<file path="src/hdl/ptb_pkg.sv">
// ----------------------------------------------------------------------------
// ptb_pkg
// Shared types, codes and widths for the periodic timer bank.
// ----------------------------------------------------------------------------
package ptb_pkg;

  localparam int NUM_TIMERS_DEF = 8;
  localparam int TIMEOUT_W      = 32;
  localparam int INDEX_W        = 8;
  localparam int SLOT_W         = 3;

  typedef enum logic [1:0] {
    OP_TICK     = 2'd0,
    OP_REGISTER = 2'd1,
    OP_START    = 2'd2,
    OP_STOP     = 2'd3
  } op_t;

  localparam logic [1:0] KIND_REGISTER  = 2'd0;
  localparam logic [1:0] KIND_STARTSTOP = 2'd1;
  localparam logic [1:0] KIND_EXPIRY    = 2'd2;

  localparam logic [1:0] ST_OK       = 2'd0;
  localparam logic [1:0] ST_FULL     = 2'd1;
  localparam logic [1:0] ST_BADINDEX = 2'd2;

  typedef enum logic [1:0] {
    S_IDLE,
    S_SCAN,
    S_FLUSH
  } state_t;

  // One pending result, waiting to be handed to the output register.
  typedef struct packed {
    logic [1:0]        event_kind;
    logic [1:0]        status;
    logic [SLOT_W-1:0] slot;
  } result_t;

  // What the shared tick unit tells the sequencer about one slot.
  typedef struct packed {
    logic [TIMEOUT_W-1:0] wr_value;
    logic                 expire;
  } tick_res_t;

endpackage

</file>
<file path="src/hdl/ptb_if.sv">
// ----------------------------------------------------------------------------
// ptb_cmd_if / ptb_evt_if
// Valid/ready channels for operation words and result words.
// ----------------------------------------------------------------------------
interface ptb_cmd_if;
  logic                          valid;
  logic                          ready;
  logic [1:0]                    op;
  logic [ptb_pkg::TIMEOUT_W-1:0] timeout_value;
  logic [ptb_pkg::INDEX_W-1:0]   timer_index;

  modport source (output valid, output op, output timeout_value, output timer_index,
                  input ready);
  modport sink   (input valid, input op, input timeout_value, input timer_index,
                  output ready);
endinterface

interface ptb_evt_if;
  logic                       valid;
  logic                       ready;
  logic [1:0]                 event_kind;
  logic [1:0]                 status;
  logic [ptb_pkg::SLOT_W-1:0] slot;
  logic                       last;

  modport source (output valid, output event_kind, output status, output slot,
                  output last, input ready);
  modport sink   (input valid, input event_kind, input status, input slot,
                  input last, output ready);
endinterface

</file>
<file path="src/hdl/periodic_timer_bank.sv">
// ----------------------------------------------------------------------------
// periodic_timer_bank
// A bank of periodic timers with register, start, stop and tick operations.
// ----------------------------------------------------------------------------
//
//   Channel  Role   Word carries
//   -------  -----  -------------------------------------------------------
//   cmd      sink   op, timeout_value, timer_index
//   evt      source event_kind, status, slot, last
//
// Register, start and stop are taken in the accept cycle, which updates
// the state, and then in the flush state, which moves the reply into the
// output register. A tick scans the registered timers, one slot per cycle
// through the single decrement unit; with none, it gives no result.
// A stalled result side holds the scan on the slot whose expiry cannot move.
// Reset clears the registration count and flags; slot memories need no clear.
// ----------------------------------------------------------------------------
module periodic_timer_bank #(
  parameter int NUM_TIMERS = ptb_pkg::NUM_TIMERS_DEF
) (
  input logic       clk,
  input logic       rst,
  ptb_cmd_if.sink   cmd,
  ptb_evt_if.source evt
);

  localparam int IDXW = (NUM_TIMERS > 1) ? $clog2(NUM_TIMERS) : 1;
  localparam int CNTW = $clog2(NUM_TIMERS + 1);

  // Sequencer state and scan position.
  ptb_pkg::state_t state;
  ptb_pkg::state_t state_next;
  logic [IDXW-1:0] idx;
  logic [IDXW-1:0] idx_next;

  // Number of registered slots and the running flag of every slot.
  logic [CNTW-1:0]       reg_count;
  logic [NUM_TIMERS-1:0] running;

  // One result is held back so that the final word of an operation can be
  // marked as last once it is known that no further expiry follows.
  logic              held_valid;
  ptb_pkg::result_t  held;
  ptb_pkg::result_t  reply;

  // Output register.
  logic                       out_valid;
  logic [1:0]                 out_kind;
  logic [1:0]                 out_status;
  logic [ptb_pkg::SLOT_W-1:0] out_slot;
  logic                       out_last;

  // Handshake and control.
  logic accept;
  logic out_free;
  logic full;
  logic bad_index;
  logic last_slot;
  logic step;
  logic push;
  logic push_last;
  logic do_register;
  logic do_startstop;

  // Slot memories and the shared unit.
  logic                          cnt_wr_en;
  logic [IDXW-1:0]               cnt_wr_addr;
  logic [ptb_pkg::TIMEOUT_W-1:0] cnt_wr_data;
  logic [ptb_pkg::TIMEOUT_W-1:0] cnt_rd_data;
  logic [ptb_pkg::TIMEOUT_W-1:0] tmo_rd_data;
  ptb_pkg::tick_res_t            unit_res;

  assign out_free  = !out_valid || evt.ready;
  assign accept    = cmd.valid && cmd.ready;
  assign full      = (reg_count == CNTW'(NUM_TIMERS));
  assign bad_index = (cmd.timer_index >= ptb_pkg::INDEX_W'(NUM_TIMERS));
  assign last_slot = (CNTW'(idx) == (reg_count - CNTW'(1)));

  assign do_register  = accept && (cmd.op == ptb_pkg::OP_REGISTER) && !full;
  assign do_startstop = accept && ((cmd.op == ptb_pkg::OP_START) ||
                                   (cmd.op == ptb_pkg::OP_STOP)) && !bad_index;

  // Reply word for register, start and stop.
  always_comb begin
    if (cmd.op == ptb_pkg::OP_REGISTER) begin
      reply.event_kind = ptb_pkg::KIND_REGISTER;
      reply.status     = full ? ptb_pkg::ST_FULL : ptb_pkg::ST_OK;
      reply.slot       = full ? '0 : ptb_pkg::SLOT_W'(reg_count);
    end else begin
      reply.event_kind = ptb_pkg::KIND_STARTSTOP;
      reply.status     = bad_index ? ptb_pkg::ST_BADINDEX : ptb_pkg::ST_OK;
      reply.slot       = '0;
    end
  end

  // Next-state logic.
  always_comb begin
    state_next = state;
    case (state)
      ptb_pkg::S_IDLE: begin
        if (accept) begin
          if (cmd.op == ptb_pkg::OP_TICK) begin
            state_next = (reg_count != '0) ? ptb_pkg::S_SCAN : ptb_pkg::S_IDLE;
          end else begin
            state_next = ptb_pkg::S_FLUSH;
          end
        end
      end
      ptb_pkg::S_SCAN: begin
        if (step && last_slot) begin
          state_next = ptb_pkg::S_FLUSH;
        end
      end
      ptb_pkg::S_FLUSH: begin
        if (!held_valid || out_free) begin
          state_next = ptb_pkg::S_IDLE;
        end
      end
      default: state_next = ptb_pkg::S_IDLE;
    endcase
  end

  // Sequencer outputs.
  always_comb begin
    cmd.ready = 1'b0;
    step      = 1'b0;
    push      = 1'b0;
    push_last = 1'b0;
    idx_next  = idx;
    case (state)
      ptb_pkg::S_IDLE: begin
        cmd.ready = 1'b1;
        idx_next  = '0;
      end
      ptb_pkg::S_SCAN: begin
        // An expiry pushes out the held word first, which needs room.
        step = !(unit_res.expire && held_valid) || out_free;
        push = unit_res.expire && held_valid && out_free;
        if (step && !last_slot) begin
          idx_next = idx + IDXW'(1);
        end
      end
      ptb_pkg::S_FLUSH: begin
        push      = held_valid && out_free;
        push_last = 1'b1;
      end
      default: begin
        cmd.ready = 1'b0;
      end
    endcase
  end

  always_ff @(posedge clk) begin
    if (rst) begin
      state <= ptb_pkg::S_IDLE;
    end else begin
      state <= state_next;
    end
  end

  always_ff @(posedge clk) begin
    idx <= idx_next;
  end

  // Registration count and running flags.
  always_ff @(posedge clk) begin
    if (rst) begin
      reg_count <= '0;
      running   <= '0;
    end else begin
      if (do_register) begin
        reg_count                  <= reg_count + CNTW'(1);
        running[reg_count[IDXW-1:0]] <= 1'b0;
      end
      if (do_startstop) begin
        running[cmd.timer_index[IDXW-1:0]] <= (cmd.op == ptb_pkg::OP_START);
      end
    end
  end

  // Held-back result word.
  always_ff @(posedge clk) begin
    if (rst) begin
      held_valid <= 1'b0;
    end else if ((state == ptb_pkg::S_IDLE) && accept &&
                 (cmd.op != ptb_pkg::OP_TICK)) begin
      held_valid <= 1'b1;
    end else if ((state == ptb_pkg::S_SCAN) && step && unit_res.expire) begin
      held_valid <= 1'b1;
    end else if ((state == ptb_pkg::S_FLUSH) && push) begin
      held_valid <= 1'b0;
    end
  end

  always_ff @(posedge clk) begin
    if ((state == ptb_pkg::S_IDLE) && accept) begin
      held <= reply;
    end else if ((state == ptb_pkg::S_SCAN) && step && unit_res.expire) begin
      held.event_kind <= ptb_pkg::KIND_EXPIRY;
      held.status     <= ptb_pkg::ST_OK;
      held.slot       <= ptb_pkg::SLOT_W'(idx);
    end
  end

  // Output register: loads when it is empty or while the previous word leaves.
  always_ff @(posedge clk) begin
    if (rst) begin
      out_valid <= 1'b0;
    end else begin
      out_valid <= push || (out_valid && !evt.ready);
    end
  end

  always_ff @(posedge clk) begin
    if (push) begin
      out_kind   <= held.event_kind;
      out_status <= held.status;
      out_slot   <= held.slot;
      out_last   <= push_last;
    end
  end

  assign evt.valid      = out_valid;
  assign evt.event_kind = out_kind;
  assign evt.status     = out_status;
  assign evt.slot       = out_slot;
  assign evt.last       = out_last;

  // The count memory is written by register and by each scan step; the
  // timeout memory by register alone. Both read the slot the scan visits next.
  always_comb begin
    if (do_register) begin
      cnt_wr_en   = 1'b1;
      cnt_wr_addr = reg_count[IDXW-1:0];
      cnt_wr_data = cmd.timeout_value;
    end else begin
      cnt_wr_en   = (state == ptb_pkg::S_SCAN) && step;
      cnt_wr_addr = idx;
      cnt_wr_data = unit_res.wr_value;
    end
  end

  ptb_ram #(
    .DEPTH (NUM_TIMERS),
    .WIDTH (ptb_pkg::TIMEOUT_W)
  ) u_count_mem (
    .clk     (clk),
    .wr_en   (cnt_wr_en),
    .wr_addr (cnt_wr_addr),
    .wr_data (cnt_wr_data),
    .rd_addr (idx_next),
    .rd_data (cnt_rd_data)
  );

  ptb_ram #(
    .DEPTH (NUM_TIMERS),
    .WIDTH (ptb_pkg::TIMEOUT_W)
  ) u_timeout_mem (
    .clk     (clk),
    .wr_en   (do_register),
    .wr_addr (reg_count[IDXW-1:0]),
    .wr_data (cmd.timeout_value),
    .rd_addr (idx_next),
    .rd_data (tmo_rd_data)
  );

  ptb_tick_unit u_tick_unit (
    .count   (cnt_rd_data),
    .timeout (tmo_rd_data),
    .running (running[idx]),
    .res     (unit_res)
  );

endmodule

</file>
<file path="src/hdl/ptb_ram.sv">
// ----------------------------------------------------------------------------
// ptb_ram
// Simple dual-port RAM: one write port, one read port with registered data.
// ----------------------------------------------------------------------------
module ptb_ram #(
  parameter int DEPTH = ptb_pkg::NUM_TIMERS_DEF,
  parameter int WIDTH = ptb_pkg::TIMEOUT_W,
  localparam int ADDR_W = (DEPTH > 1) ? $clog2(DEPTH) : 1
) (
  input  logic              clk,
  input  logic              wr_en,
  input  logic [ADDR_W-1:0] wr_addr,
  input  logic [WIDTH-1:0]  wr_data,
  input  logic [ADDR_W-1:0] rd_addr,
  output logic [WIDTH-1:0]  rd_data
);

  logic [WIDTH-1:0] mem [DEPTH];

  always_ff @(posedge clk) begin
    if (wr_en) begin
      mem[wr_addr] <= wr_data;
    end
  end

  always_ff @(posedge clk) begin
    rd_data <= mem[rd_addr];
  end

endmodule

</file>
<file path="src/hdl/ptb_tick_unit.sv">
// ----------------------------------------------------------------------------
// ptb_tick_unit
// Shared decrement and zero test, applied to one slot per cycle unless the scan is held.
// ----------------------------------------------------------------------------
module ptb_tick_unit (
  input  logic [ptb_pkg::TIMEOUT_W-1:0] count,
  input  logic [ptb_pkg::TIMEOUT_W-1:0] timeout,
  input  logic                          running,
  output ptb_pkg::tick_res_t            res
);

  logic [ptb_pkg::TIMEOUT_W-1:0] dec;

  always_comb begin
    // A stopped timer keeps its count; a running one saturates at zero.
    if (running && (count != '0)) begin
      dec = count - ptb_pkg::TIMEOUT_W'(1);
    end else begin
      dec = count;
    end
    res.expire   = (dec == '0);
    res.wr_value = res.expire ? timeout : dec;
  end

endmodule

</file>
<file path="src/flat_wrapper.sv">
// flat-port wrapper written by rule: the top's interface ports become plain ports
module periodic_timer_bank_flat 
#(
  parameter int NUM_TIMERS = ptb_pkg::NUM_TIMERS_DEF
)
  (clk, rst, cmd_valid, cmd_op, cmd_timeout_value, cmd_timer_index, cmd_ready, evt_valid, evt_event_kind, evt_status, evt_slot, evt_last, evt_ready);
  ptb_cmd_if cmd_i ();
  ptb_evt_if evt_i ();
  input logic clk;
  input logic rst;
  input wire logic [$bits(cmd_i.valid)-1:0] cmd_valid;
  input wire logic [$bits(cmd_i.op)-1:0] cmd_op;
  input wire logic [$bits(cmd_i.timeout_value)-1:0] cmd_timeout_value;
  input wire logic [$bits(cmd_i.timer_index)-1:0] cmd_timer_index;
  output wire logic [$bits(cmd_i.ready)-1:0] cmd_ready;
  output wire logic [$bits(evt_i.valid)-1:0] evt_valid;
  output wire logic [$bits(evt_i.event_kind)-1:0] evt_event_kind;
  output wire logic [$bits(evt_i.status)-1:0] evt_status;
  output wire logic [$bits(evt_i.slot)-1:0] evt_slot;
  output wire logic [$bits(evt_i.last)-1:0] evt_last;
  input wire logic [$bits(evt_i.ready)-1:0] evt_ready;
  assign cmd_i.valid = cmd_valid;
  assign cmd_i.op = cmd_op;
  assign cmd_i.timeout_value = cmd_timeout_value;
  assign cmd_i.timer_index = cmd_timer_index;
  assign cmd_ready = cmd_i.ready;
  assign evt_valid = evt_i.valid;
  assign evt_event_kind = evt_i.event_kind;
  assign evt_status = evt_i.status;
  assign evt_slot = evt_i.slot;
  assign evt_last = evt_i.last;
  assign evt_i.ready = evt_ready;
  periodic_timer_bank #(.NUM_TIMERS(NUM_TIMERS)) u_core (.clk(clk), .rst(rst), .cmd(cmd_i), .evt(evt_i));
endmodule
</file>
<file path="config.mk">
export PLATFORM = sky130hd
export DESIGN_NAME = periodic_timer_bank_flat
export DESIGN_NICKNAME = d
export VERILOG_FILES = /design/src/hdl/ptb_pkg.sv /design/src/hdl/ptb_if.sv /design/src/hdl/periodic_timer_bank.sv /design/src/hdl/ptb_ram.sv /design/src/hdl/ptb_tick_unit.sv /design/src/flat_wrapper.sv
export SDC_FILE = /design/constraint.sdc
export NUM_CORES = 1
export LEC_CHECK = 0
export ABC_AREA = 1
export BUFFER_PORTS_ARGS = -buffer_cell sky130_fd_sc_hd__buf_2
export CAP_MARGIN = 20
export CELL_PAD_IN_SITES_DETAIL_PLACEMENT = 1
export CELL_PAD_IN_SITES_GLOBAL_PLACEMENT = 2
export CORE_UTILIZATION = 44
export CTS_CLUSTER_SIZE = 40
export DETAILED_ROUTE_END_ITERATION = 7
export HOLD_SLACK_MARGIN = 0.15
export PLACE_DENSITY = 0.9
export SETUP_SLACK_MARGIN = 0.05
export SYNTH_ARGS = -nofsm -noshare
export SYNTH_HDL_FRONTEND = slang
export SYNTH_SLANG_ARGS = --single-unit
</file>
<file path="constraint.sdc">
create_clock -name clk -period 6.8 [get_ports clk]
set_input_delay 2.04 -clock clk [delete_from_list [all_inputs] [get_ports clk]]
set_output_delay 2.04 -clock clk [all_outputs]
set_load 0.1 [all_outputs]
</file>
==> results of run 1 <==
-- final timing paths --
| kind | endpoint | depth (start not counted) | from |
|---|---|---|---|
| worst max-delay path | u_core.u_count_mem.rd_data[3]$_DFF_P_ | 24 | u_core.u_count_mem.rd_data[0]$_DFF_P_ |
| worst min register to register | u_core.evt.slot[1]$_DFFE_PP_ | 0 | u_core.held[1]$_DFFE_PP_ |
| worst min-delay path | u_core.evt.slot[1]$_DFFE_PP_ | 0 | u_core.held[1]$_DFFE_PP_ |
| worst max register to register | u_core.u_count_mem.rd_data[3]$_DFF_P_ | 24 | u_core.u_count_mem.rd_data[0]$_DFF_P_ |
-- cell usage after synthesis --
cell and instances:
sky130_fd_sc_hd__nor2_4 4, sky130_fd_sc_hd__nand3_4 1, sky130_fd_sc_hd__o22ai_1 2, sky130_fd_sc_hd__buf_1 2, sky130_fd_sc_hd__or2_2 1, sky130_fd_sc_hd__nand2_1 825
sky130_fd_sc_hd__xor2_1 6, sky130_fd_sc_hd__nand3_2 1, sky130_fd_sc_hd__nand4_2 2, sky130_fd_sc_hd__a31oi_1 2, sky130_fd_sc_hd__inv_2 3, sky130_fd_sc_hd__inv_1 357
sky130_fd_sc_hd__a21o_1 5, sky130_fd_sc_hd__buf_2 110, sky130_fd_sc_hd__nor3_1 1, sky130_fd_sc_hd__buf_4 19, sky130_fd_sc_hd__a221oi_1 1, sky130_fd_sc_hd__ha_1 7
sky130_fd_sc_hd__nand3_1 671, sky130_fd_sc_hd__nor2_2 5, sky130_fd_sc_hd__nand4_1 11, sky130_fd_sc_hd__o211ai_1 1, sky130_fd_sc_hd__nand2_2 5, sky130_fd_sc_hd__a21oi_1 28
sky130_fd_sc_hd__xnor2_1 10, sky130_fd_sc_hd__o2111a_1 1, sky130_fd_sc_hd__o21ai_0 84, sky130_fd_sc_hd__dfxtp_1 83, sky130_fd_sc_hd__edfxtp_1 527, sky130_fd_sc_hd__buf_6 24
sky130_fd_sc_hd__a41oi_1 1, sky130_fd_sc_hd__and2_1 2, sky130_fd_sc_hd__clkinv_1 1, sky130_fd_sc_hd__a2111oi_0 1, sky130_fd_sc_hd__o21ai_2 2, sky130_fd_sc_hd__o21ai_1 1
sky130_fd_sc_hd__clkbuf_1 20, sky130_fd_sc_hd__nor2_1 136
-- routing by layer --
metal | global-route usage [%] | part of all wire (%) | vias up
met5 | 0 | 0 | -
met4 | 7.022 | 1.8 | 0
met3 | 3.276 | 4.5 | 97
met2 | 42.71 | 49 | 467
met1 | 34.21 | 45 | 10539
li1 | - | - | 9822
-- power breakdown --
group,leakage (µW),total (µW),internal [µW],switching (µW)
sequential,0.00546,5040,4750,289
combinational,0.00666,3400,932,2470
clock,0.00107,3670,2160,1510
-- critical path, cell delays in order (launching register included) --
cell and delay [ns]:
sky130_fd_sc_hd__dfxtp_1 0.32, sky130_fd_sc_hd__inv_1 0.11, sky130_fd_sc_hd__ha_1 0.27, sky130_fd_sc_hd__nand2_2 0.13, sky130_fd_sc_hd__nor2_4 0.23, sky130_fd_sc_hd__nand2_2 0.11, sky130_fd_sc_hd__inv_1 0.07, sky130_fd_sc_hd__nand2_1 0.07
sky130_fd_sc_hd__nand2_2 0.41, sky130_fd_sc_hd__o21ai_0 0.31, sky130_fd_sc_hd__inv_1 0.11, sky130_fd_sc_hd__nand2_1 0.06, sky130_fd_sc_hd__nor2_1 0.09, sky130_fd_sc_hd__nand2_1 0.08, sky130_fd_sc_hd__nor2_2 0.28, sky130_fd_sc_hd__nand3_4 0.22
sky130_fd_sc_hd__nand2_2 0.13, sky130_fd_sc_hd__nand2_1 0.06, sky130_fd_sc_hd__o211ai_1 0.15, sky130_fd_sc_hd__o21ai_4 0.09, sky130_fd_sc_hd__buf_4 0.25, sky130_fd_sc_hd__inv_2 0.52, sky130_fd_sc_hd__buf_4 0.69, sky130_fd_sc_hd__nand2_1 0.16
sky130_fd_sc_hd__nand2_1 0.08
-- cell families (layout without fill, tap and decap cells) --
| logic type | count (synthesis) | count (layout) |
|---|---|---|
| AND/OR/NAND/NOR | 1665 | 1665 |
| flip-flops | 610 | 610 |
| buffers and inverters | 536 | 589 |
| AO/OA/AOI/OAI | 129 | 129 |
| XOR/XNOR | 16 | 16 |
| adder cells (fa/ha/maj) | 7 | 7 |
-- cell type report --
| cell class | count | area, µm² | share of cell area (%) |
|---|---|---|---|
| Sequential cell | 610 | 17490 | 56.11 |
| Multi-Input combinational cell | 1817 | 8302 | 26.64 |
| Clock buffer | 86 | 1818 | 5.833 |
| Inverter | 361 | 1358 | 4.356 |
| Tap cell | 846 | 1059 | 3.397 |
| Timing Repair Buffer | 108 | 758.2 | 2.433 |
| Clock inverter | 34 | 384.1 | 1.233 |
-- registers in the layout (all words and copies together), names as in the netlist, 2 cells and up --
name                          flops
u_core.u_timeout_mem.rd_data     32
u_core.state                      2
u_core.evt.status                 2
u_core.evt.event_kind             2
u_core.evt.slot                   3
u_core.u_count_mem.rd_data       32
u_core.reg_count                  4
u_core.u_count_mem.mem          256
u_core.idx                        3
u_core.running                    8
u_core.u_timeout_mem.mem        256
u_core.held                       7
-- cells in the final DEF (no fill, tap or decap), types with 20 or more instances in the layout --
cell	n
sky130_fd_sc_hd__buf_4	40
sky130_fd_sc_hd__dfxtp_1	83
sky130_fd_sc_hd__o21ai_0	84
sky130_fd_sc_hd__nand2_1	823
sky130_fd_sc_hd__edfxtp_1	527
sky130_fd_sc_hd__buf_2	56
sky130_fd_sc_hd__inv_1	357
sky130_fd_sc_hd__nand3_1	671
sky130_fd_sc_hd__nor2_1	120
sky130_fd_sc_hd__clkbuf_16	67
sky130_fd_sc_hd__nor2_4	20
sky130_fd_sc_hd__a21oi_1	28
-- stage by stage --
stage | setup slack, ns | cell area, µm²
floorplan | 1.893 | 28020
global placement | 1.697 | 28910
detailed placement | 1.644 | 28930
CTS | 1.605 | 31130
global route | 1.251 | 31160
finish | 1.619 | 31160
==> tab_implementation.tex, run 1 <==
\begin{tabular}{lr}
\hline
Metric & Value \\
\hline
\multicolumn{2}{l}{\textbf{Placement}} \\
\quad Sum of net half-perimeters after detailed placement & 47.72 mm \\
\quad DP Cell Count & 3737 \\
\quad Global placement routability congestion & 0.8685 \\
\quad Buffers added on ports & 55 \\
\multicolumn{2}{l}{\textbf{Timing}} \\
\quad Final max-slew violation count & 0 \\
\quad Final setup TNS & 0 ns \\
\quad Transition time at the pin with the least slew margin & 1.168 ns \\
\quad Count of endpoints failing hold in the final timing report & 0 \\
\quad Normalized max-slew margin & 21.31\% \\
\quad Final setup vio count & 0 \\
\quad Unrepaired setup endpoints after global routing & no \\
\quad Final period demand of the worst path & 5.181 ns \\
\quad Fmax achieved & 193.0 MHz \\
\quad Worst hold slack across all endpoints & 0.4182 ns \\
\quad Share of the cycle needed by the critical path after routing & 76.20\% \\
\quad Worst-case clock skew & 0.02483 ns \\
\multicolumn{2}{l}{\textbf{Synthesis}} \\
\quad Combinational family with the most area after synthesis & simple AND/OR/NAND/NOR gates \\
\quad Dominant cells by area after synthesis & sky130\_fd\_sc\_hd\_\_edfxtp\_1 56\%, sky130\_fd\_sc\_hd\_\_nand3\_1 12\%, sky130\_fd\_sc\_hd\_\_nand2\_1 11\%, sky130\_fd\_sc\_hd\_\_dfxtp\_1 5.9\%, sky130\_fd\_sc\_hd\_\_inv\_1 4.8\% \\
\quad Xor and xnor area share after synthesis & 0.5000\% \\
\quad Count of synthesis-stage warnings from yosys & 0 \\
\quad Instance count of the mapped netlist & 2963 \\
\quad Area share of the leading cell type in the synthesized netlist & 56.47\% \\
\quad Avg Cell Area, Syn & 9.458 µm² \\
\quad Mux cell area share after synthesis & 0\% \\
\quad Synth Area in Compound Gates & 2.465\% \\
\quad Area fraction in and, or, nand and nor cells after synthesis & 25.76\% \\
\quad Flop and latch count out of synthesis & 610 \\
\quad Post-synth cell types & 38 \\
\quad Post-synthesis cell type with the largest combined area & sky130\_fd\_sc\_hd\_\_edfxtp\_1 \\
\quad Share of synthesized cell area in full adder, half adder and majority cells & 0.3125\% \\
\quad Proportion of synthesized chip area in sequential cells & 62.40\% \\
\quad Synthesized net count & 3016 \\
\quad Mapped Area & 28020 µm² \\
\multicolumn{2}{l}{\textbf{CTS}} \\
\quad Total clock sinks & 610 \\
\quad TritonCTS buffer count & 66 \\
\quad H-Tree Depth & 3 \\
\quad Worst-skew pair later-pin latency & 0.62 ns \\
\quad Clock Path Buffers & 3 \\
\quad Clock slew at the register clock pins of the worst setup and hold paths & 0.06 ns \\
\quad Count of hold buffers inserted by post-cts repair & 0 \\
\quad Clock tree from TritonCTS & built \\
\quad Root Buffer & sky130\_fd\_sc\_hd\_\_clkbuf\_16 \\
\quad Count of buffers added by post-CTS timing repair for setup & 0 \\
\quad CTS-repair resized insts & 0 \\
\multicolumn{2}{l}{\textbf{Floorplan}} \\
\quad Number of primary I/O pins & 56 \\
\quad Area of the core & 62970 µm² \\
\quad Site Rows & 92 \\
\quad Die area & 64700 µm² \\
\quad Horizontal die dimension & 254.4 µm \\
\quad Die Span Y & 254.4 µm \\
\quad Initial core utilization & 44.51\% \\
\multicolumn{2}{l}{\textbf{Layout}} \\
\quad Fraction of final layout cells sized beyond drive strength 1 & 8.289\% \\
\quad Synth-to-Final Area Change & 11.21\% \\
\quad Antenna diodes & 0 \\
\quad Final core utilization & 49.50\% \\
\quad Finished Layout Cells & 3862 \\
\quad Number of filler cells placed in the layout & 7133 \\
\quad Post-layout nets & 3017 \\
\multicolumn{2}{l}{\textbf{GRT}} \\
\quad Number of antenna violations at the first check in global routing & 1 \\
\quad Largest net degree at the start of global routing & 164 \\
\quad Global-route wire length before repair & 125.3 mm \\
\quad Overall overflow remaining after global route & 0 \\
\quad Total global-route track usage & 25.30\% \\
\quad Number of global-route vias before repair & 21974 \\
\multicolumn{2}{l}{\textbf{Flow run}} \\
\quad Number of max-cap violations & 0 \\
\multicolumn{2}{l}{\textbf{Drt}} \\
\quad Total number of vias & 20925 \\
\quad Drt first pass iters & 7 \\
\quad Antenna viol nets, final & 0 \\
\quad Drt first-iter violations & 1460 \\
\quad Drt drc & 1 \\
\quad Wire per inst & 20.81 µm \\
\quad Total Routed Length & 80.37 mm \\
\quad Routed via count divided by cell count & 5.418 \\
\multicolumn{2}{l}{\textbf{Min path}} \\
\quad Worst min-delay path category & reg2reg \\
\multicolumn{2}{l}{\textbf{Critical path}} \\
\quad Critical path class & reg2reg \\
\quad Worst Setup End Kind & flip-flop \\
\quad CP Data Arrival Time & 5.73 ns \\
\quad Required time worst endpoint & 7.34 ns \\
\quad Setup crit start kind & flip-flop \\
\quad Flop-to-flop setup slack & 1.62 ns \\
\quad Maximum fanout count along the critical path & 42 \\
\multicolumn{2}{l}{\textbf{Power and ir drop}} \\
\quad Standby leakage power & 0.01319 µW \\
\quad Power after layout & 12110 µW \\
\quad Peak supply drop & 0.2974 mV \\
\quad P per Cell Area & 388.6 nW/µm² \\
\multicolumn{2}{l}{\textbf{Outcome}} \\
\quad Violated checks & DRC \\
\quad Outcome & finished, violations left \\
\hline
\end{tabular}
(Power assumes the default switching activity.)
==> run 2: changes to the inputs <==
--- a/config.mk
+++ b/config.mk
@@ -5,16 +5,16 @@
 export SDC_FILE = /design/constraint.sdc
 export NUM_CORES = 1
 export LEC_CHECK = 0
-export ABC_AREA = 1
+export ABC_AREA = 0
 export BUFFER_PORTS_ARGS = -buffer_cell sky130_fd_sc_hd__buf_2
 export CAP_MARGIN = 20
 export CELL_PAD_IN_SITES_DETAIL_PLACEMENT = 1
 export CELL_PAD_IN_SITES_GLOBAL_PLACEMENT = 2
-export CORE_UTILIZATION = 44
+export CORE_UTILIZATION = 42
 export CTS_CLUSTER_SIZE = 40
 export DETAILED_ROUTE_END_ITERATION = 7
 export HOLD_SLACK_MARGIN = 0.15
-export PLACE_DENSITY = 0.9
+export PLACE_DENSITY = 0.8
 export SETUP_SLACK_MARGIN = 0.05
 export SYNTH_ARGS = -nofsm -noshare
 export SYNTH_HDL_FRONTEND = slang
==> constraint.sdc (replaced) <==
create_clock -name clk -period 4.3 [get_ports clk]
set_input_delay 1.29 -clock clk [delete_from_list [all_inputs] [get_ports clk]]
set_output_delay 1.29 -clock clk [all_outputs]
set_load 0.1 [all_outputs]
==> tab_implementation.tex, run 2 <==
\begin{tabular}{lr}
\hline
Metric & Value \\
\hline
\multicolumn{2}{l}{\textbf{Outcome}} \\
\quad Outcome & finished, violations left \\
\quad Violated checks & setup timing \\
\multicolumn{2}{l}{\textbf{Floorplan}} \\
\quad Die Span Y & 241.1 µm (-5.2\%) \\
\quad Horizontal die dimension & 241.1 µm (-5.2\%) \\
\quad Initial core utilization & 42.57\% (-1.9 points) \\
\quad Site Rows & 87 (-5.4\%) \\
\quad Die area & 58110 µm² (-10\%) \\
\quad Area of the core & 56390 µm² (-10\%) \\
\quad Number of primary I/O pins & 56 (unchanged) \\
\multicolumn{2}{l}{\textbf{Timing}} \\
\quad Worst Slack Setup Final & -0.01889 ns (-1.638 ns) \\
\quad Worst-case clock skew & 0.03211 ns (+0.007280 ns) \\
\quad Final setup vio count & 3 (+3) \\
\quad Count of endpoints failing hold in the final timing report & 0 (unchanged) \\
\quad Normalized max-slew margin & 52.57\% (+31 points) \\
\quad Unrepaired setup endpoints after global routing & yes \\
\quad Transition time at the pin with the least slew margin & 0.7105 ns (-0.4575 ns) \\
\quad Final max-slew violation count & 0 (unchanged) \\
\quad Fmax achieved & 231.5 MHz (+20\%) \\
\quad Worst hold slack across all endpoints & 0.4162 ns (-0.002007 ns) \\
\quad Final period demand of the worst path & 4.319 ns (-0.8625 ns) \\
\quad Share of the cycle needed by the critical path after routing & 100.4\% (+24 points) \\
\multicolumn{2}{l}{\textbf{Critical path}} \\
\quad Critical Path Stages & 16 (-33\%) \\
\quad Crit path to & u\_core.u\_count\_mem.rd\_data[1]\$\_DFF\_P\_ \\
\quad Number of buffers and inverters on the critical path & 4 (-2) \\
\quad R2R Path Start & u\_core.u\_count\_mem.rd\_data[17]\$\_DFF\_P\_ \\
\quad Crit-path leading delay family & simple AND/OR/NAND/NOR gates \\
\quad Number of cells on the worst reg-to-reg path & 16 (-33\%) \\
\quad Flop-to-flop setup slack & -0.02 ns (-1.64 ns) \\
\quad Maximum fanout count along the critical path & 17 (-60\%) \\
\quad Critical path class & reg2reg \\
\quad Worst-path cell chain & or4\_4, or4\_4, o31ai\_4, buf\_4, nor2\_1, xnor2\_1, and4\_1, and4\_4, mux2i\_1, buf\_4, nand2\_8, buf\_12, buf\_12, mux2\_2, o22ai\_1, a221oi\_1 \\
\quad Required time worst endpoint & 4.78 ns (-2.56 ns) \\
\quad Slowest cell on the critical path & sky130\_fd\_sc\_hd\_\_or4\_4 \\
\quad Setup crit start kind & flip-flop \\
\quad FF-to-FF End & u\_core.u\_count\_mem.rd\_data[1]\$\_DFF\_P\_ \\
\quad Worst Setup End Kind & flip-flop \\
\quad CP Data Arrival Time & 4.80 ns (-0.93 ns) \\
\quad Critical path startpoint & u\_core.u\_count\_mem.rd\_data[17]\$\_DFF\_P\_ \\
\quad Biggest cell delay along the critical path & 0.53 ns (-0.16 ns) \\
\multicolumn{2}{l}{\textbf{GRT}} \\
\quad Number of antenna violations at the first check in global routing & 1 (unchanged) \\
\quad Overall overflow remaining after global route & 0 (unchanged) \\
\quad Total global-route track usage & 21.41\% (-3.9 points) \\
\quad Number of global-route vias before repair & 14642 (-33\%) \\
\quad Largest net degree at the start of global routing & 48 (-71\%) \\
\quad Global-route wire length before repair & 91.32 mm (-27\%) \\
\multicolumn{2}{l}{\textbf{Synthesis}} \\
\quad Proportion of register bits with asynchronous set or reset after synthesis & 0\% (unchanged) \\
\quad Post-synthesis cell type with the largest combined area & sky130\_fd\_sc\_hd\_\_edfxtp\_1 \\
\quad Leading post-synthesis cells by instance count & 527 x sky130\_fd\_sc\_hd\_\_edfxtp\_1, 136 x sky130\_fd\_sc\_hd\_\_mux2i\_1, 131 x sky130\_fd\_sc\_hd\_\_mux2\_2 \\
\quad Flop and latch count out of synthesis & 610 (unchanged) \\
\quad Mapped Area & 24000 µm² (-14\%) \\
\quad Dominant cells by area after synthesis & sky130\_fd\_sc\_hd\_\_edfxtp\_1 66\%, sky130\_fd\_sc\_hd\_\_dfxtp\_1 6.9\%, sky130\_fd\_sc\_hd\_\_mux2\_2 6.1\%, sky130\_fd\_sc\_hd\_\_mux2i\_1 5.7\%, sky130\_fd\_sc\_hd\_\_a221oi\_1 2.3\% \\
\quad Area share of the leading cell type in the synthesized netlist & 65.93\% (+9.5 points) \\
\quad Instance count of the mapped netlist & 1485 (-50\%) \\
\quad Most repeated cell in the gate-level netlist after synthesis & sky130\_fd\_sc\_hd\_\_edfxtp\_1 \\
\quad Flip-flop cell with the highest count after synthesis & sky130\_fd\_sc\_hd\_\_edfxtp\_1 \\
\quad Proportion of synthesized chip area in sequential cells & 72.85\% (+10 points) \\
\quad Post-synth cell types & 56 (+47\%) \\
\quad Count of synthesis-stage warnings from yosys & 0 (unchanged) \\
\quad Avg Cell Area, Syn & 16.16 µm² (+71\%) \\
\quad Synthesized net count & 1538 (-49\%) \\
\quad Number of synthesized flops with an enable pin & 527 (unchanged) \\
\multicolumn{2}{l}{\textbf{Layout}} \\
\quad Registers with the most flip-flops & u\_core.u\_count\_mem.mem (256), u\_core.u\_timeout\_mem.mem (256) \\
\quad Post-layout nets & 1739 (-42\%) \\
\quad Final core utilization & 51.08\% (+1.6 points) \\
\quad Synth-to-Final Area Change & 19.99\% \\
\quad Commonest cells after routing, fill and taps aside & 527 x sky130\_fd\_sc\_hd\_\_edfxtp\_1, 136 x sky130\_fd\_sc\_hd\_\_mux2i\_1, 131 x sky130\_fd\_sc\_hd\_\_mux2\_2 \\
\quad Post-Layout Inst Area & 28800 µm² (-7.6\%) \\
\quad Number of filler cells placed in the layout & 5371 (-25\%) \\
\quad Antenna diodes & 0 (unchanged) \\
\quad Fraction of final layout cells sized beyond drive strength 1 & 27.62\% (+19 points) \\
\quad Most common cell after layout, fill and taps aside & sky130\_fd\_sc\_hd\_\_edfxtp\_1 \\
\multicolumn{2}{l}{\textbf{Drt}} \\
\quad Total number of vias & 13858 (-34\%) \\
\quad Routed via count divided by cell count & 5.557 (+2.6\%) \\
\quad Drt first-iter violations & 998 (-32\%) \\
\quad Antenna viol nets, final & 0 (unchanged) \\
\quad Total Routed Length & 62.14 mm (-23\%) \\
\quad Wire per inst & 24.92 µm (+20\%) \\
\quad Drt drc & 0 (-1) \\
\quad Drt first pass iters & 5 (-2) \\
\multicolumn{2}{l}{\textbf{Placement}} \\
\quad Buffers added on ports & 55 (unchanged) \\
\quad Cell Area, Placed & 26370 µm² (-8.8\%) \\
\quad Sum of net half-perimeters after detailed placement & 37.43 mm (-22\%) \\
\quad Global placement routability congestion & 0.8898 (+2.5\%) \\
\multicolumn{2}{l}{\textbf{Power and ir drop}} \\
\quad P per Cell Area & 426.8 nW/µm² (+9.8\%) \\
\quad Standby leakage power & 0.009307 µW (-29\%) \\
\quad Peak supply drop & 0.4118 mV (+38\%) \\
\multicolumn{2}{l}{\textbf{CTS}} \\
\quad Clock Path Buffers & 3 (unchanged) \\
\quad Worst-skew pair later-pin latency & 0.61 ns (about the same) \\
\quad H-Tree Depth & 3 (unchanged) \\
\quad Count of hold buffers inserted by post-cts repair & 0 (unchanged) \\
\quad Total clock sinks & 610 (unchanged) \\
\quad Clock slew at the register clock pins of the worst setup and hold paths & 0.06 ns (about the same) \\
\quad Clock tree from TritonCTS & built \\
\quad Root Buffer & sky130\_fd\_sc\_hd\_\_clkbuf\_16 \\
\quad TritonCTS buffer count & 66 (unchanged) \\
\multicolumn{2}{l}{\textbf{Flow run}} \\
\quad Number of max-cap violations & 0 (unchanged) \\
\multicolumn{2}{l}{\textbf{Min path}} \\
\quad Worst min-delay path category & reg2reg \\
\hline
\end{tabular}
## run 2: cell types whose count changed after synthesis, moves of 14 or more
| cell | before | now |
|---|---|---|
| sky130_fd_sc_hd__o21ai_0 | 84 | 17 |
| sky130_fd_sc_hd__inv_1 | 357 | 15 |
| sky130_fd_sc_hd__nand3_1 | 671 | 15 |
| sky130_fd_sc_hd__a221oi_1 | 1 | 63 |
| sky130_fd_sc_hd__mux2i_1 | 0 | 136 |
| sky130_fd_sc_hd__buf_6 | 24 | 4 |
| sky130_fd_sc_hd__buf_2 | 110 | 29 |
| sky130_fd_sc_hd__nand2_1 | 825 | 69 |
| sky130_fd_sc_hd__nor4_1 | 0 | 14 |
| sky130_fd_sc_hd__mux2_2 | 0 | 131 |
| sky130_fd_sc_hd__nor2_1 | 136 | 58 |
| sky130_fd_sc_hd__a21oi_1 | 28 | 45 |
| sky130_fd_sc_hd__o22ai_1 | 2 | 63 |
| sky130_fd_sc_hd__nor3_1 | 1 | 25 |
## run 2: area by class of cell
class	count	area, µm²	area share, %
clock inverter	27	220.2	0.7646
inverter	15	56.30	0.1955
tap	756	945.9	3.284
clock buffer	93	1826	6.338
sequential	610	17490	60.71
timing repair buffer	209	1933	6.712
multi-input combinational	784	6335	21.99
## run 2: logic make-up after synthesis
group,after synthesis,synth area share [%]
buffers and inverters,91,1.949
adders and majority gates,7,0.3649
AOI/OAI and AO/OA,228,6.469
xor gates and xnor gates,31,1.131
muxes,270,12.06
DFF,610,72.85
and+or+nand+nor,248,5.176
## run 2: how the worst min path moves through the flow
stage                                       from                            endpoint  slack [ns]  cells after the start
finish                  u_core.held[2]$_DFFE_PP_        u_core.evt.slot[2]$_DFFE_PP_        0.42                      0
global route            u_core.held[2]$_DFFE_PP_        u_core.evt.slot[2]$_DFFE_PP_        0.43                      0
CTS                     u_core.held[2]$_DFFE_PP_        u_core.evt.slot[2]$_DFFE_PP_        0.42                      0
detailed placement      u_core.held[2]$_DFFE_PP_        u_core.evt.slot[2]$_DFFE_PP_        0.41                      0
global placement        u_core.held[2]$_DFFE_PP_        u_core.evt.slot[2]$_DFFE_PP_        0.40                      0
floorplan           u_core.held[5]$_SDFFCE_PN0P_  u_core.evt.event_kind[0]$_DFFE_PP_        0.40                      0
## run 2: report_power, final
| part | switching, µW | total (µW) | internal [µW] |
|---|---|---|---|
| Clock | 2290 | 5400 | 3110 |
| Combinational | 240 | 360 | 120 |
| Sequential | 41.8 | 6540 | 6500 |
## run 2: per-layer routing
layer	share of wire, %	track usage, %
met5	0.013	0
met2	51	36.74
met3	4.7	3.809
met1	43	27.35
met4	2.2	7.135
## run 2: through the flow
step                      setup slack [ns]  power [µW]   TNS, ns  std cells
after floorplan                    -0.8809        6806    -85.37       1485
after global placement             0.04780        6999         0       2347
after detailed placement           -0.1034        7015    -2.355       2347
after CTS                          0.02268       12400         0       2469
after global routing               -0.1267       12640    -3.303       2494
final                             -0.01889       12290  -0.04581       2494
## run 2: what timing repair did
item,CTS,global route
setup endpoints to repair,94,260
cloned,0,3
setup buffers,2,22
resized for setup,4,17
endpoints found under the hold margin,0,0
pin swaps,3,9
